===== src/design/i2c_bus_clear_sequencer_core_assert.svh =====
// Assertion macros for the I2C bus clear sequencer core.
`ifndef I2C_BUS_CLEAR_SEQUENCER_CORE_ASSERT_SVH
`define I2C_BUS_CLEAR_SEQUENCER_CORE_ASSERT_SVH
`ifndef SYNTHESIS
`define I2CBC_ASSERT(lbl, prop) \
    lbl: assert property (@(posedge clk) disable iff (!rst_n) prop) \
        else $error("i2cbc assertion failed");
`define I2CBC_ASSERT_ALWAYS(lbl, prop) \
    lbl: assert property (@(posedge clk) prop) \
        else $error("i2cbc assertion failed");
`else
`define I2CBC_ASSERT(lbl, prop)
`define I2CBC_ASSERT_ALWAYS(lbl, prop)
`endif
`endif


===== src/design/i2cbc_pkg.sv =====
// Types and constants shared by the I2C bus clear sequencer modules.
`timescale 1ns / 1ps
package i2cbc_pkg;

    localparam int HalfWidth   = 16;
    localparam int TickWidth   = 20;
    localparam int CountWidth  = 8;
    localparam int CfgIdxWidth = 2;
    localparam int CfgDatWidth = 32;

    localparam logic [HalfWidth-1:0]  HALF_PERIOD_RESET = 16'd10;
    localparam logic [TickWidth-1:0]  POLL_TICKS_RESET  = 20'd100000;
    localparam logic [CountWidth-1:0] STRETCH_RESET     = 8'd20;
    localparam logic [CountWidth-1:0] MAX_PULSES_RESET  = 8'd20;

    localparam logic [CfgIdxWidth-1:0] CFG_HALF_PERIOD   = 2'd0;
    localparam logic [CfgIdxWidth-1:0] CFG_POLL_TICKS    = 2'd1;
    localparam logic [CfgIdxWidth-1:0] CFG_STRETCH_POLLS = 2'd2;
    localparam logic [CfgIdxWidth-1:0] CFG_MAX_PULSES    = 2'd3;

    localparam logic [1:0] ST_CLEARED   = 2'd0;
    localparam logic [1:0] ST_SCL_LOW   = 2'd1;
    localparam logic [1:0] ST_STRETCH   = 2'd2;
    localparam logic [1:0] ST_SDA_STUCK = 2'd3;

    typedef enum logic [5:0] {
        PH_IDLE    = 6'b000001,
        PH_SCL_LOW = 6'b000010,
        PH_SCL_REL = 6'b000100,
        PH_STRETCH = 6'b001000,
        PH_SDA_LOW = 6'b010000,
        PH_SDA_REL = 6'b100000
    } phase_t;

    typedef struct packed {
        logic op;
        logic scl_level;
        logic sda_level;
    } in_item_t;

    typedef struct packed {
        logic       scl_drive_low;
        logic       sda_drive_low;
        logic       busy_res;
        logic       done_res;
        logic [1:0] status;
    } out_item_t;

    typedef struct packed {
        logic [HalfWidth-1:0]  half_period_ticks;
        logic [TickWidth-1:0]  poll_ticks;
        logic [CountWidth-1:0] stretch_polls;
        logic [CountWidth-1:0] max_pulses;
    } cfg_t;

endpackage


===== src/design/i2c_bus_clear_sequencer_core.sv =====
// Top level of the I2C bus clear sequencer: input register, sequencer, result register.
//
//   channel   direction  handshake               payload
//   in        in         in_valid / in_ready     in_data   (op, scl_level, sda_level)
//   out       out        out_valid / out_ready   out_data  (drives, busy, done, status)
//   cfg       in         cfg_valid / cfg_ready   cfg_index, cfg_data
//
// One item per cycle sustained while out is not stalled; an item's result reaches out through
// the input register, then the result register.
// The sequencer state advances once per item as it moves into the result register.
// Reset clears the sequencer to idle and loads the default configuration.
// A stalled out channel holds the result register, then the input register, then in_ready.
// cfg_ready is always high; a write takes effect on the next cycle.
`timescale 1ns / 1ps
`include "i2c_bus_clear_sequencer_core_assert.svh"
module i2c_bus_clear_sequencer_core (
    input  logic                                clk,
    input  logic                                rst_n,
    input  logic                                in_valid,
    output logic                                in_ready,
    input  i2cbc_pkg::in_item_t                 in_data,
    output logic                                out_valid,
    input  logic                                out_ready,
    output i2cbc_pkg::out_item_t                out_data,
    input  logic                                cfg_valid,
    output logic                                cfg_ready,
    input  logic [i2cbc_pkg::CfgIdxWidth-1:0]   cfg_index,
    input  logic [i2cbc_pkg::CfgDatWidth-1:0]   cfg_data
);

    logic                  in_valid_reg;
    i2cbc_pkg::in_item_t   in_item_reg;
    logic                  out_valid_reg;
    i2cbc_pkg::out_item_t  out_item_reg;
    logic                  advance;
    i2cbc_pkg::cfg_t       cfg;
    i2cbc_pkg::out_item_t  result;

    assign advance   = in_valid_reg && (!out_valid_reg || out_ready);
    assign in_ready  = !in_valid_reg || advance;
    assign cfg_ready = 1'b1;

    i2cbc_cfg u_cfg (
        .clk      (clk),
        .rst_n    (rst_n),
        .wr_en    (cfg_valid && cfg_ready),
        .wr_index (cfg_index),
        .wr_data  (cfg_data),
        .cfg      (cfg)
    );

    i2cbc_seq u_seq (
        .clk     (clk),
        .rst_n   (rst_n),
        .step_en (advance),
        .item    (in_item_reg),
        .cfg     (cfg),
        .result  (result)
    );

    always_ff @(posedge clk or negedge rst_n)
    begin
        if (!rst_n)
        begin
            in_valid_reg  <= 1'b0;
            out_valid_reg <= 1'b0;
        end
        else
        begin
            if (in_ready)
            begin
                in_valid_reg <= in_valid;
            end
            if (advance)
            begin
                out_valid_reg <= 1'b1;
            end
            else if (out_ready)
            begin
                out_valid_reg <= 1'b0;
            end
        end
    end

    always_ff @(posedge clk)
    begin
        if (in_ready && in_valid)
        begin
            in_item_reg <= in_data;
        end
        if (advance)
        begin
            out_item_reg <= result;
        end
    end

    assign out_valid = out_valid_reg;
    assign out_data  = out_item_reg;

    `I2CBC_ASSERT(a_done_not_busy, out_valid |-> !(out_data.done_res && out_data.busy_res))
    `I2CBC_ASSERT(a_drive_needs_busy,
        out_valid && (out_data.scl_drive_low || out_data.sda_drive_low) |-> out_data.busy_res)
    `I2CBC_ASSERT(a_one_drive, out_valid |-> !(out_data.scl_drive_low && out_data.sda_drive_low))
    `I2CBC_ASSERT(a_ready_when_empty, !out_valid_reg |-> in_ready)
    `I2CBC_ASSERT_ALWAYS(a_reset_empty, !rst_n |-> !out_valid && in_ready)

endmodule


===== src/design/i2cbc_cfg.sv =====
// Configuration register file of the I2C bus clear sequencer.
`timescale 1ns / 1ps
module i2cbc_cfg (
    input  logic                                clk,
    input  logic                                rst_n,
    input  logic                                wr_en,
    input  logic [i2cbc_pkg::CfgIdxWidth-1:0]   wr_index,
    input  logic [i2cbc_pkg::CfgDatWidth-1:0]   wr_data,
    output i2cbc_pkg::cfg_t                     cfg
);

    i2cbc_pkg::cfg_t cfg_reg;
    i2cbc_pkg::cfg_t cfg_next;

    always_comb
    begin
        cfg_next = cfg_reg;
        if (wr_en)
        begin
            case (wr_index)
                i2cbc_pkg::CFG_HALF_PERIOD:
                    cfg_next.half_period_ticks = wr_data[i2cbc_pkg::HalfWidth-1:0];
                i2cbc_pkg::CFG_POLL_TICKS:
                    cfg_next.poll_ticks = wr_data[i2cbc_pkg::TickWidth-1:0];
                i2cbc_pkg::CFG_STRETCH_POLLS:
                    cfg_next.stretch_polls = wr_data[i2cbc_pkg::CountWidth-1:0];
                i2cbc_pkg::CFG_MAX_PULSES:
                    cfg_next.max_pulses = wr_data[i2cbc_pkg::CountWidth-1:0];
                default:
                    cfg_next = cfg_reg;
            endcase
        end
    end

    always_ff @(posedge clk or negedge rst_n)
    begin
        if (!rst_n)
        begin
            cfg_reg.half_period_ticks <= i2cbc_pkg::HALF_PERIOD_RESET;
            cfg_reg.poll_ticks        <= i2cbc_pkg::POLL_TICKS_RESET;
            cfg_reg.stretch_polls     <= i2cbc_pkg::STRETCH_RESET;
            cfg_reg.max_pulses        <= i2cbc_pkg::MAX_PULSES_RESET;
        end
        else
        begin
            cfg_reg <= cfg_next;
        end
    end

    assign cfg = cfg_reg;

endmodule


===== src/design/i2cbc_seq.sv =====
// Recovery state machine: sequencer state and the per-item step logic.
`timescale 1ns / 1ps
module i2cbc_seq (
    input  logic                  clk,
    input  logic                  rst_n,
    input  logic                  step_en,
    input  i2cbc_pkg::in_item_t   item,
    input  i2cbc_pkg::cfg_t       cfg,
    output i2cbc_pkg::out_item_t  result
);

    localparam int TW = i2cbc_pkg::TickWidth;
    localparam int CW = i2cbc_pkg::CountWidth;

    i2cbc_pkg::phase_t phase_reg,  phase_next;
    logic [TW-1:0]     tick_reg,   tick_next;
    logic [CW-1:0]     pulses_reg, pulses_next;
    logic [CW-1:0]     polls_reg,  polls_next;
    logic [1:0]        status_reg, status_next;
    logic              done;

    logic [TW-1:0]     half_len;
    logic              half_exp;
    logic              poll_exp;
    logic [TW-1:0]     tick_inc;
    logic [CW-1:0]     polls_dec;

    logic [CW-1:0]     chk_base;
    i2cbc_pkg::phase_t chk_phase;
    logic [TW-1:0]     chk_tick;
    logic [CW-1:0]     chk_pulses;
    logic              chk_done;

    assign half_len  = {{(TW-i2cbc_pkg::HalfWidth){1'b0}}, cfg.half_period_ticks};
    assign half_exp  = (tick_reg >= half_len);
    assign poll_exp  = (tick_reg >= cfg.poll_ticks);
    assign tick_inc  = tick_reg + {{(TW-1){1'b0}}, 1'b1};
    assign polls_dec = polls_reg - {{(CW-1){1'b0}}, 1'b1};

    // Decide on SDA with SCL known high: start/stop, pulse again, or give up.
    always_comb
    begin
        chk_base   = (phase_reg == i2cbc_pkg::PH_IDLE) ? cfg.max_pulses : pulses_reg;
        chk_pulses = chk_base;
        chk_done   = 1'b0;
        chk_tick   = {{(TW-1){1'b0}}, 1'b1};
        if (item.sda_level)
        begin
            chk_phase = i2cbc_pkg::PH_SDA_LOW;
        end
        else if (chk_base == '0)
        begin
            chk_phase = i2cbc_pkg::PH_IDLE;
            chk_tick  = '0;
            chk_done  = 1'b1;
        end
        else
        begin
            chk_phase  = i2cbc_pkg::PH_SCL_LOW;
            chk_pulses = chk_base - {{(CW-1){1'b0}}, 1'b1};
        end
    end

    always_comb
    begin
        phase_next  = phase_reg;
        tick_next   = tick_reg;
        pulses_next = pulses_reg;
        polls_next  = polls_reg;
        status_next = status_reg;
        done        = 1'b0;
        case (phase_reg)
            i2cbc_pkg::PH_IDLE:
            begin
                if (item.op)
                begin
                    if (!item.scl_level)
                    begin
                        pulses_next = cfg.max_pulses;
                        tick_next   = '0;
                        status_next = i2cbc_pkg::ST_SCL_LOW;
                        done        = 1'b1;
                    end
                    else
                    begin
                        phase_next  = chk_phase;
                        tick_next   = chk_tick;
                        pulses_next = chk_pulses;
                        if (chk_done)
                        begin
                            status_next = i2cbc_pkg::ST_SDA_STUCK;
                            done        = 1'b1;
                        end
                    end
                end
            end
            i2cbc_pkg::PH_SCL_LOW:
            begin
                if (half_exp)
                begin
                    phase_next = i2cbc_pkg::PH_SCL_REL;
                    tick_next  = {{(TW-1){1'b0}}, 1'b1};
                end
                else
                begin
                    tick_next = tick_inc;
                end
            end
            i2cbc_pkg::PH_SCL_REL:
            begin
                if (!half_exp)
                begin
                    tick_next = tick_inc;
                end
                else if (item.scl_level)
                begin
                    phase_next  = chk_phase;
                    tick_next   = chk_tick;
                    pulses_next = chk_pulses;
                    if (chk_done)
                    begin
                        status_next = i2cbc_pkg::ST_SDA_STUCK;
                        done        = 1'b1;
                    end
                end
                else if (cfg.stretch_polls == '0)
                begin
                    phase_next  = i2cbc_pkg::PH_IDLE;
                    tick_next   = '0;
                    status_next = i2cbc_pkg::ST_STRETCH;
                    done        = 1'b1;
                end
                else
                begin
                    polls_next = cfg.stretch_polls;
                    phase_next = i2cbc_pkg::PH_STRETCH;
                    tick_next  = {{(TW-1){1'b0}}, 1'b1};
                end
            end
            i2cbc_pkg::PH_STRETCH:
            begin
                if (!poll_exp)
                begin
                    tick_next = tick_inc;
                end
                else
                begin
                    polls_next = polls_dec;
                    if (item.scl_level)
                    begin
                        phase_next  = chk_phase;
                        tick_next   = chk_tick;
                        pulses_next = chk_pulses;
                        if (chk_done)
                        begin
                            status_next = i2cbc_pkg::ST_SDA_STUCK;
                            done        = 1'b1;
                        end
                    end
                    else if (polls_dec == '0)
                    begin
                        phase_next  = i2cbc_pkg::PH_IDLE;
                        tick_next   = '0;
                        status_next = i2cbc_pkg::ST_STRETCH;
                        done        = 1'b1;
                    end
                    else
                    begin
                        tick_next = {{(TW-1){1'b0}}, 1'b1};
                    end
                end
            end
            i2cbc_pkg::PH_SDA_LOW:
            begin
                if (half_exp)
                begin
                    phase_next = i2cbc_pkg::PH_SDA_REL;
                    tick_next  = {{(TW-1){1'b0}}, 1'b1};
                end
                else
                begin
                    tick_next = tick_inc;
                end
            end
            i2cbc_pkg::PH_SDA_REL:
            begin
                if (half_exp)
                begin
                    phase_next  = i2cbc_pkg::PH_IDLE;
                    tick_next   = '0;
                    status_next = i2cbc_pkg::ST_CLEARED;
                    done        = 1'b1;
                end
                else
                begin
                    tick_next = tick_inc;
                end
            end
            default:
            begin
                phase_next = i2cbc_pkg::PH_IDLE;
                tick_next  = '0;
            end
        endcase
    end

    always_ff @(posedge clk or negedge rst_n)
    begin
        if (!rst_n)
        begin
            phase_reg  <= i2cbc_pkg::PH_IDLE;
            tick_reg   <= '0;
            pulses_reg <= '0;
            polls_reg  <= '0;
            status_reg <= i2cbc_pkg::ST_CLEARED;
        end
        else if (step_en)
        begin
            phase_reg  <= phase_next;
            tick_reg   <= tick_next;
            pulses_reg <= pulses_next;
            polls_reg  <= polls_next;
            status_reg <= status_next;
        end
    end

    assign result.scl_drive_low = (phase_next == i2cbc_pkg::PH_SCL_LOW);
    assign result.sda_drive_low = (phase_next == i2cbc_pkg::PH_SDA_LOW);
    assign result.busy_res      = (phase_next != i2cbc_pkg::PH_IDLE);
    assign result.done_res      = done;
    assign result.status        = status_next;

endmodule


===== config.mk =====
export PLATFORM = sky130hd
export DESIGN_NAME = i2c_bus_clear_sequencer_core
export DESIGN_NICKNAME = d
export VERILOG_FILES = /design/src/design/i2cbc_pkg.sv /design/src/design/i2c_bus_clear_sequencer_core.sv /design/src/design/i2cbc_cfg.sv /design/src/design/i2cbc_seq.sv
export VERILOG_INCLUDE_DIRS = /design/src /design/src/design
export SDC_FILE = /design/constraint.sdc
export NUM_CORES = 1
export LEC_CHECK = 0
export BUFFER_PORTS_ARGS = -buffer_cell sky130_fd_sc_hd__buf_4
export CAP_MARGIN = 20
export CORE_ASPECT_RATIO = 0.6
export CORE_UTILIZATION = 55
export DETAILED_ROUTE_END_ITERATION = 10
export MAX_ROUTING_LAYER = met4
export PLACE_DENSITY = 0.75
export SKIP_LAST_GASP = 1
export SLEW_MARGIN = 40
export SYNTH_ARGS = -nofsm -noshare
export SYNTH_HDL_FRONTEND = slang
export SYNTH_SLANG_ARGS = --single-unit

===== constraint.sdc =====
create_clock -name clk -period 3.4 [get_ports clk]
set_input_delay 0.68 -clock clk [delete_from_list [all_inputs] [get_ports clk]]
set_output_delay 0.68 -clock clk [all_outputs]
set_load 0.05 [all_outputs]

==> run summary <==
Clock insertion delay at the later pin of the skew report -> 0.35 ns
Vias per inst -> 6.300
EDFF count, synth -> 9
IO Pins -> 51
Status -> completed
Tightest Pin Transition -> 0.7985 ns
Setup violators final -> 0
Worst Setup Slack, final -> 0.1827 ns
TritonCTS Buffers -> 9
Share of layout cells above drive strength 1 -> 19.92%
Synth cell types -> 75
RePlAce Congestion -> 0.9092
DR WL/cell -> 18.56 um
Commonest non-fill, non-tap cells in the layout -> dfrtp_1, nand2_1, o21ai_0
Standard cell core area -> 11490 um2
# nets final -> 820
Flop2flop setup slack -> 0.18 ns
Chip height -> 86.90 um
Post-layout min period -> 3.217 ns
Area grow syn2layout -> 12.54%
TNS Setup -> 0 ns
Clock sinks -> 107
Hold buffers post-CTS -> 0
Crit. End Element -> register
Final ANT Viol Nets -> 0
Synth Instances -> 705
Hold slack -> 0.3104 ns
Gr ovfl total -> 0
Seq/Total Area, Yosys -> 41.46%
Mean Syn Cell Area -> 9.371 um2
Initial Util -> 57.52%
Max-cap violations -> 0
Maximum VDD drop -> 0.3047 mV
Placed Instance Area -> 7096 um2
1st-pass router iterations -> 5
Maximum operating frequency -> 0.3108 GHz
Vias in the first global route -> 5458
Crit path kind -> register to register
DIE WIDTH -> 143.5 um
Commonest non-fill, non-tap cell in the layout -> dfrtp_1
Drt drc -> 0
Critical path required time -> 3.63 ns
Max clock buf depth -> 2
H-tree Lvls -> 3
Dpl hpwl -> 12420 um
Clock Pin Slew Worst Setup and Hold Paths -> 0.07 ns
Routed wire length -> 16780 um
Hold crit path type -> input port to async pin
LEAKAGE -> 3.286 nW
Die area -> 12470 um2
Worst R2R Path Depth -> 10
Root Buffer -> clkbuf_16
Pwr dens -> 598.9 nW/um2
Critical R2R Launch -> u_seq.phase_reg[0]
IO Port Bufs -> 37
RSZ-0062 raised after global routing -> false
All-Layer GR Usage -> 29.67%
Fin Clk Skew -> 0.007686 ns
Largest register FFs -> 52
RR Endpoint -> u_seq.tick_reg[0]
Initial antenna violation count -> 1
Final Cell Area -> 7435 um2
Critical path arrival -> 3.45 ns
Main synth FF type -> dfrtp_1
Fin. Hold Viols -> 0
Vias -> 5695
Async SR Flop Fraction -> 91.59%
Syn Nets -> 787
Post-Place Worst Slack -> 0.2358 ns
#FFs+latches synth -> 107
Synthesis Warnings -> 0
Pin count of the biggest net entering global routing -> 60
Row count -> 30
Syn Std Cell Area -> 6606 um2
First-pass GRT wire length -> 27630 um
CTS tree -> done
CP Launch Type -> register
Worst slew margin -> 46.35%
Crit-path max FO -> 8
Final Util -> 64.73%
Final period util -> 94.63%
Fin. max-slew vios -> 0
Drt first-iter violations -> 621
==> cell type report <==
cell class,count,area (um2)
fill,956,4051
multi-input combinational,517,3550
sequential,107,2739
timing repair buffer,56,436.7
clock buffer,12,277.8
tap,160,200.2
inverter,47,176.4
clock inverter,4,52.55
antenna,1,2.502
==> cells by family after synthesis <==
kind of cell / share of synthesized area (%)
flip-flops: 41.46
multiplexers: 9.053
buffers and inverters: 4.924
adder cells (fa/ha/maj): 7.576
AND/OR/NAND/NOR: 16.50
XOR/XNOR: 0.7954
other: 0.05676
AO/OA/AOI/OAI: 19.64
==> metal layers <==
metal,wire length [um],up-vias,part of all wire (%),GRT usage [%]
li1,-,2642,-,-
met1,7871,2779,47,41.91
met2,7351,256,44,43.16
met3,1429,18,8.5,7.532
met4,127,0,0.76,5.803
met5,0,-,0,-
==> cells in the mapped netlist, drive strengths merged, types with 6 or more instances <==
library cell | n | area share [%]
a31oi | 20 | 2.1
dfstp | 13 | 5.2
nand2 | 82 | 4.8
nand2b | 14 | 1.3
nor2 | 31 | 1.9
a21oi | 39 | 3.0
clkbuf | 23 | 1.3
ha | 40 | 7.6
buf | 11 | 0.95
nand3 | 21 | 1.6
a211oi | 7 | 0.80
and3 | 8 | 0.76
inv | 46 | 2.6
dfrtp | 85 | 32
o22ai | 6 | 0.66
o211ai | 9 | 1.0
mux2i | 11 | 1.7
nor4 | 7 | 0.66
or3 | 7 | 0.74
o21ai | 69 | 5.3
mux2 | 43 | 7.4
edfxtp | 9 | 4.1
nor3 | 14 | 1.3
==> timing repair <==
item | 4_1_cts | 5_1_grt
buffers inserted | 0 | 0
setup endpoints to repair | 0 | 1
resized for setup | 0 | 1
==> power breakdown <==
group	switching (W)	internal, W	total, W
Clock	0.000481	0.000661	0.00114
Sequential	0.000207	0.00153	0.00174
Combinational	0.000921	0.000651	0.00157
==> critical path, stage by stage, from the launching register on <==
cell and delay [ns]:
dfstp_2 0.57, or3b_2 0.53, nor2_4 0.22, mux2i_1 0.27, ha_1 0.28, nor2b_1 0.21
buf_4 0.19, a311oi_1 0.12, a311oi_1 0.30, o211ai_1 0.13, mux2_2 0.27
==> through the flow <==
step           cells  total power (W)
2_1_floorplan    705         0.002799
3_3_place_gp     887         0.003196
3_5_place_dp     887         0.003282
4_1_cts          903         0.004437
5_1_grt          904         0.004691
6_report         904         0.004453
==> worst max-delay path by stage <==
stage,from,endpoint
after floorplan,u_seq.phase_reg[0],u_seq.tick_reg[0]
after global placement,u_seq.phase_reg[0],u_seq.tick_reg[0]
after detailed placement,u_seq.phase_reg[0],u_seq.status_reg[0]
after CTS,u_seq.phase_reg[0],u_seq.status_reg[0]
after global routing,u_seq.phase_reg[0],u_seq.tick_reg[0]
final,u_seq.phase_reg[0],u_seq.tick_reg[0]
(Power assumes the default switching activity.)
